File: config.mk
export PLATFORM = sky130hd
export DESIGN_NAME = cbez_bisect
export DESIGN_NICKNAME = d
export VERILOG_FILES = /design/src/rtl/core/cbez_pkg.sv /design/src/rtl/core/cbez_bisect.sv
export SDC_FILE = /design/constraint.sdc
export NUM_CORES = 1
export LEC_CHECK = 0
export ABC_AREA = 1
export ABC_CLOCK_PERIOD_IN_PS = 3970
export BUFFER_PORTS_ARGS = -buffer_cell sky130_fd_sc_hd__clkbuf_2
export CORE_MARGIN = 1
export CORE_UTILIZATION = 45
export CTS_CLUSTER_DIAMETER = 120
export CTS_CLUSTER_SIZE = 25
export DETAILED_ROUTE_END_ITERATION = 16
export PLACE_DENSITY = 0.75
export SLEW_MARGIN = 25
export SYNTH_ARGS = -nofsm -noshare
export SYNTH_HDL_FRONTEND = slang
export SYNTH_SLANG_ARGS = --single-unit
File: constraint.sdc
create_clock -name clock -period 3.97 [get_ports clock]
set_clock_uncertainty 0.15 [all_clocks]
set_input_delay 0.5955 -clock clock [delete_from_list [all_inputs] [get_ports clock]]
set_output_delay 0.5955 -clock clock [all_outputs]
set_load 0.005 [all_outputs]
File: src/rtl/core/cbez_pkg.sv
`timescale 1ns / 1ps
// ----------------------------------------------------------------------------
// cbez_pkg
// Shared constants for the cubic Bezier easing evaluator.
// ----------------------------------------------------------------------------
package cbez_pkg;

   localparam int ITERATIONS_DEFAULT    = 17;
   localparam int FRACTION_BITS_DEFAULT = 16;
   localparam int TOL_DEFAULT           = 1;

   localparam int CSR_INDEX_W = 2;
   localparam int CSR_DATA_W  = 7;
   localparam int IO_W        = 17;

   typedef enum logic [CSR_INDEX_W-1:0] {
      CSR_FIRST_X  = 2'd0,
      CSR_FIRST_Y  = 2'd1,
      CSR_SECOND_X = 2'd2,
      CSR_SECOND_Y = 2'd3
   } csr_index_type;

   localparam logic [CSR_DATA_W-1:0] FIRST_RESET  = 7'd0;
   localparam logic [CSR_DATA_W-1:0] SECOND_RESET = 7'd127;
   localparam logic [IO_W-1:0]       IO_ONE       = 17'd65536;

endpackage

File: src/rtl/core/cbez_bisect.sv
`timescale 1ns / 1ps
// ----------------------------------------------------------------------------
// cbez_bisect
// One registered bisection step: test the tolerance, narrow the bracket and
// form the next midpoint. A finished transaction passes through unchanged.
// ----------------------------------------------------------------------------
module cbez_bisect #(
   parameter int FB  = cbez_pkg::FRACTION_BITS_DEFAULT,
   parameter int TOL = cbez_pkg::TOL_DEFAULT
) (
   input  logic              clock,
   input  logic              reset,
   input  logic              in_valid,
   input  logic [FB:0]       in_t,
   input  logic [FB:0]       in_x,
   input  logic [3*FB+4:0]   in_side,
   output logic              out_valid,
   output logic [FB:0]       out_t,
   output logic [3*FB+4:0]   out_side
);

   localparam int TW = FB + 1;

   logic            valid_ff;
   logic [TW-1:0]   t_ff;
   logic [3*TW+1:0] side_ff;

   logic [TW-1:0] time_q, start_q, stop_q, diff, start_in, stop_in, t_in;
   logic          done, conv, done_in, conv_in;
   logic [TW:0]   mid_sum;

   always_comb begin
      time_q  = in_side[3*TW+1 -: TW];
      start_q = in_side[2*TW+1 -: TW];
      stop_q  = in_side[TW+1 -: TW];
      done    = in_side[1];
      conv    = in_side[0];
      diff    = (time_q > in_x) ? time_q - in_x : in_x - time_q;
      start_in = start_q;
      stop_in  = stop_q;
      t_in     = in_t;
      done_in  = done;
      conv_in  = conv;
      mid_sum  = '0;
      if (!done) begin
         if ((TW+5)'(diff) <= (TW+5)'(TOL)) begin
            done_in = 1'b1;
            conv_in = 1'b1;
         end else begin
            if (time_q < in_x) begin
               stop_in = in_t;
            end else begin
               start_in = in_t;
            end
            mid_sum = (TW+1)'(start_in) + (TW+1)'(stop_in);
            t_in    = mid_sum[TW:1];
         end
      end
   end

   always_ff @(posedge clock) begin
      if (reset) begin
         valid_ff <= 1'b0;
      end else begin
         valid_ff <= in_valid;
      end
   end

   always_ff @(posedge clock) begin
      t_ff    <= t_in;
      side_ff <= {time_q, start_in, stop_in, done_in, conv_in};
   end

   assign out_valid = valid_ff;
   assign out_t     = t_ff;
   assign out_side  = side_ff;

endmodule

==> results of run 1 <==
-- registers in the layout, summed over array words and instances, names as in the netlist --
name       cells
out_side      53
out_t         17
out_valid      1
-- worst max-delay path, cell delays in order --
cell and delay (ps):
clkbuf_2 90, inv_1 40, ha_1 340, nand2_1 90, nand2_1 90, a21oi_1 250
nand3_2 160, nand2_2 110, nand2_4 120, buf_12 190, o21ai_0 250, ha_1 350
a21oi_1 210, o21ai_0 210, a221oi_1 390, nand2_1 100, nand2_1 70, nand3_1 80
nand2_1 90
-- layout make-up --
cell class                      count  area (um2)  share of cell area, %
Clock buffer                        9         225                   3.22
Sequential cell                    71        1420                   20.3
Inverter                          131         494                   7.07
Multi-Input combinational cell    652        3530                   50.5
Clock inverter                      7        95.1                   1.36
Tap cell                          168         210                   3.01
Antenna cell                        1        2.50                 0.0358
Timing Repair Buffer              185        1010                   14.5
-- power by group --
group,switching [mW],internal [mW],leakage (nW)
clock network,0.341,0.551,0.156
registers,0.0251,0.806,0.599
logic,0.642,0.436,3.23
total,1.01,1.79,3.98
-- final timing paths --
check / startpoint / cells after the start / to / slack (ps)
worst max-delay path: in_x[6] / 19 / out_t[15] / 270
worst min-delay path: in_side[52] / 1 / out_side[52] / 220
-- per-layer routing --
layer	global-route usage [%]	routed length, um
met5	0	0
met4	9.35	369
met3	5.37	1030
met2	38.1	6590
met1	30.8	6860
-- metrics by stage --
step | instance area [um2] | util [%] | std cells | power, mW | setup slack (ps)
after detailed placement | 6670 | 55.1 | 1207 | 1.91 | 47.4
after CTS | 6990 | 57.7 | 1223 | 2.81 | 356
after global routing | 6990 | 57.7 | 1223 | 3.00 | 30.6
after global placement | 6670 | 55.1 | 1207 | 1.91 | 94.2
after floorplan | 5640 | - | 884 | 1.57 | 223
final | 6990 | 57.7 | 1224 | 2.80 | 269
-- cell families after synthesis --
group,synth area share [%]
simple gates,31.5
buf+inv,12.3
compound gates,16.1
flops,25.2
fa+ha+maj,11.7
xor+xnor,3.26
-- cells in the final DEF, fill, tap and decap left out, drive strengths merged, types with 3 or more instances in the layout --
cell type  synthesis  routed
ha                48      48
xnor2              6       6
nand3b             5       5
o21bai             6       6
nor3              12      12
fa                 3       3
clkinv             0       3
inv              131     132
buf               24      25
nand3             48      48
clkbuf             6     169
xor2              15      15
nand2            305     305
o21a               3       3
dfxtp             71      71
a21oi             61      61
o21ai             78      78
nor2              50      50
nand4              4       4
==> reports/metrics.yaml, run 1 <==
ys_seq_area_share_pct: 25.2
numCtsBuffers: 9
synth_area_per_cell_um2: 6.38
grt_pass1_wl_um: 24500
required_ps: 4110
critPathMaxFanout: 28
worstSetupPathType: "in2reg"
yosysMostFrequentCell: "nand2_1"
final-max-slew-violation-count: 0
synthCells: 884
yosys-top-cells-count: "297 x nand2_1, 125 x inv_1, 71 x dfxtp_1"
vias: 5973
clockRootBuffer: "clkbuf_16"
synth_ff_type: "dfxtp_1"
ant_nets: 0
p_per_area_nw_per_um2: 401
synth_warnings: 0
totalWireLength_um: 14800
setup_tns_ps: 0
arrival_ps: 3840
cts_max_path_buffers: 2
antenna_found_initial: 0
cts-hold-fix-buffers: 0
core_um2: 12100
die_w_um: 114
syn-cell-area_um2: 5640
p_leak_nw: 3.98
fp.dieH_um: 114
synth.largest_area_cell: "dfxtp_1"
io_buffers: 160
dr.pass1.iters: 5
status: "completed"
drc: 0
ioPinCount: 161
grt_overflow: 0
rsz0062_at_grt: "no"
period_needed_ps: 3700
hold_class: "in2reg"
nets: 1191
peakVddDrop_uv: 191
cts.clk_slew.worst_paths_ps: 60
areaGrowthSynthToFinish_pct: 23.9
setup_viol: 0
grt_usage_pct: 23.7
cts_resized: 0
synth_top_area_share_pct: 25.2
drtIter0Drc: 511
ys_ff_latch: 71
worst_pin_slew_ps: 709
via_per_inst: 4.88
num-fill-cells: 1199
first_global_vias: 5444
hold_ws_ps: 219
async_reset_ff_share_pct: 0
start_util_pct: 46.6
synth.top_cells.by_area: "dfxtp_1 25%, nand2_1 20%, ha_1 11%"
min_period_over_period_pct: 93.2
die_area_um2: 13000
dp_hpwl_um: 12100
cts_tree: "yes"
syn_nets: 1025
cts_max_level: 3
wire_per_inst_um: 12.1
cap_violations: 0
yosysUniqueCellTypes: 38
cts.sinks: 71
critPathLaunchType: "primary input"
place_congestion: 0.942
drive_above_1_share_pct: 23.5
post_cts_buffers: 0
end_kind: "flip-flop"
relSlewSlack_pct: 52.7
grt_max_degree: 62
max_freq_mhz: 270
synth_edf_count: 0
rows: 40
hold_violations: 0
Note: power is estimated with default switching activity, not from simulation.
==> inputs of run 2 (changes only) <==
- SETUP_SLACK_MARGIN: default -> 0.5
==> reports/metrics.yaml, run 2 (synthesis results as in run 1) <==
status: "completed"
drive_above_1_share_pct: 29.5  # +6.0 points
rsz0062_at_grt: "no"
peakVddDrop_uv: 176  # -8.0%
cp.depth: 21  # +2
cts_tree: "yes"
slowest_stage: "ha_2"
cap_violations: 0  # unchanged
first_global_vias: 5382  # -1.1%
layout_commonest_cell: "nand2_1"
min_period_over_period_pct: 84.6  # -8.6 points
worst_pin_slew_ps: 504  # -205 ps
p_per_area_nw_per_um2: 386  # -3.7%
worstPathCellList: "clkbuf_2, inv_1, ha_2, nand2_4, inv_2, a21oi_2, nand3_2, nand2_4, nand2_8, buf_12, nor2_1, a21oi_2, ha_1, buf_4, nand2_1, o21a_1, o221a_2, nand2_1, nand2_1, nand3_1, nand2_1"
grt_max_degree: 62  # unchanged
crit_family: "simple AND/OR/NAND/NOR gates"
ant_nets: 0  # unchanged
period_needed_ps: 3360  # -342 ps
cts_max_level: 3  # unchanged
cts_max_path_buffers: 2  # unchanged
nets: 1210  # +1.6%
place_area_um2: 6650  # -0.24%
cts.sinks: 71  # unchanged
clockRootBuffer: "clkbuf_16"
dp.cells: 1202  # -0.41%
end_kind: "flip-flop"
diodes: 0  # -1
crit_buf_inv: 5  # +2
crit_start: "in_x[7]"
num-fill-cells: 1167  # -2.7%
critPathLaunchType: "primary input"
drtIter0Drc: 490  # -4.1%
p_leak_nw: 4.14  # +3.9%
start_util_pct: 46.6  # unchanged
crit_top_cell: "nand2_1"
final_cells: 1242  # +1.5%
vias: 6193  # +3.7%
numCtsBuffers: 9  # unchanged
crit_path_end: "out_t[13]"
max_freq_mhz: 298  # +10%
dr.pass1.iters: 6  # +1
cp_slowest_stage_delay_ps: 320  # -70 ps
place_congestion: 0.983  # +4.3%
p_total_mw: 2.88  # +2.9%
antenna_found_initial: 0  # unchanged
swShare_pct: 38.3  # +2.3 points
critPathMaxFanout: 13  # -54%
power_frac_clock_pct: 27.1  # -4.7 points
combinationalPowerShare_pct: 44.0  # +5.5 points
setup_tns_ps: 0  # unchanged
arrival_ps: 3440  # -400 ps
largest_reg_flops: 53  # unchanged
drc: 0  # unchanged
layout_common_cells: "284 x nand2_1, 160 x clkbuf_2, 125 x inv_1, 71 x dfxtp_1, 46 x nand3_1"
hold_ws_ps: 218  # -0.612 ps
die_w_um: 114  # unchanged
hold_violations: 0  # unchanged
io_buffers: 160  # unchanged
cts-hold-fix-buffers: 0  # unchanged
grt_overflow: 0  # unchanged
wire_per_inst_um: 12.8  # +5.2%
cts.clk_slew.worst_paths_ps: 60  # about the same
ioPinCount: 161  # unchanged
p_switching_mw: 1.10  # +9.6%
final-max-slew-violation-count: 0  # unchanged
core_um2: 12100  # unchanged
grt_pass1_wl_um: 24200  # -1.0%
hold_class: "in2reg"
via_per_inst: 4.99  # +2.2%
die_area_um2: 13000  # unchanged
setup_viol: 0  # unchanged
dp_hpwl_um: 12000  # -1.0%
design_area_um2: 7470  # +6.8%
relSlewSlack_pct: 66.0  # +13 points
fp.dieH_um: 114  # unchanged
totalWireLength_um: 15800  # +6.7%
pwr-share-seq_pct: 28.9  # -0.8 points
cell_internal_pwr_mw: 1.78  # -0.86%
required_ps: 4060  # -50 ps
rows: 40  # unchanged
areaGrowthSynthToFinish_pct: 32.3
worstSetupPathType: "in2reg"
grt_usage_pct: 23.4  # -0.37 points
==> run 2: cell types whose count changed in the layout (fill, tap and decap cells not counted), moves of 7 or more <==
cell / delta
a21oi_1: -19
o21ai_0: -19
a21oi_2: +17
o21ai_1: +14
nand2_1: -13
buf_4: +10
nand2_2: +10
ha_1: -7
==> run 2: area by class of cell <==
class | instances | area, um2 | share of cell area (%)
Multi-Input combinational cell | 654 | 3820 | 51.2
Clock buffer | 9 | 225 | 3.02
Inverter | 131 | 499 | 6.69
Clock inverter | 7 | 57.6 | 0.771
Sequential cell | 71 | 1420 | 19.0
Tap cell | 168 | 210 | 2.82
Timing Repair Buffer | 202 | 1230 | 16.5
==> run 2: through the flow <==
step | utilization, % | setup WS [ps]
floorplan | - | 508
global placement | 54.9 | 68.9
finish | 61.7 | 612
global route | 61.7 | 415
detailed placement | 54.9 | 37.5
CTS | 57.5 | 499
==> run 2: worst min path at each step <==
stage / startpoint / to / slack (ps) / cells after the start
detailed placement: in_side[52] / out_side[52] / 570 / 1
finish: in_side[52] / out_side[52] / 220 / 1
global route: in_side[42] / out_side[42] / 220 / 1
floorplan: in_side[36] / out_side[36] / 470 / 0
CTS: in_side[52] / out_side[52] / 210 / 1
global placement: in_side[52] / out_side[52] / 570 / 1
==> run 2: timing repair <==
| item | in CTS | in global routing |
|---|---|---|
| pin swaps | 2 | 21 |
| gates cloned | 0 | 5 |
| setup endpoints to repair | 4 | 48 |
| buffers inserted | 1 | 18 |
| resized for setup | 8 | 74 |
==> run 2: per-layer routing <==
layer	vias to the layer above	share of wire, %	GRT usage, %
met3	42	6.2	3.56
met2	251	47	39.0
met5	-	0	0
met4	0	2.9	10.2
li1	3181	-	-
met1	2719	44	29.9
==> run 2: power groups by stage <==
stage	clock network, mW	registers, mW	logic [mW]
2_1_floorplan	0	0.858	0.726
3_5_place_dp	0	0.850	1.06
5_1_grt	0.819	0.840	1.41
4_1_cts	0.796	0.834	1.08
3_3_place_gp	0	0.850	1.05
6_report	0.780	0.834	1.27
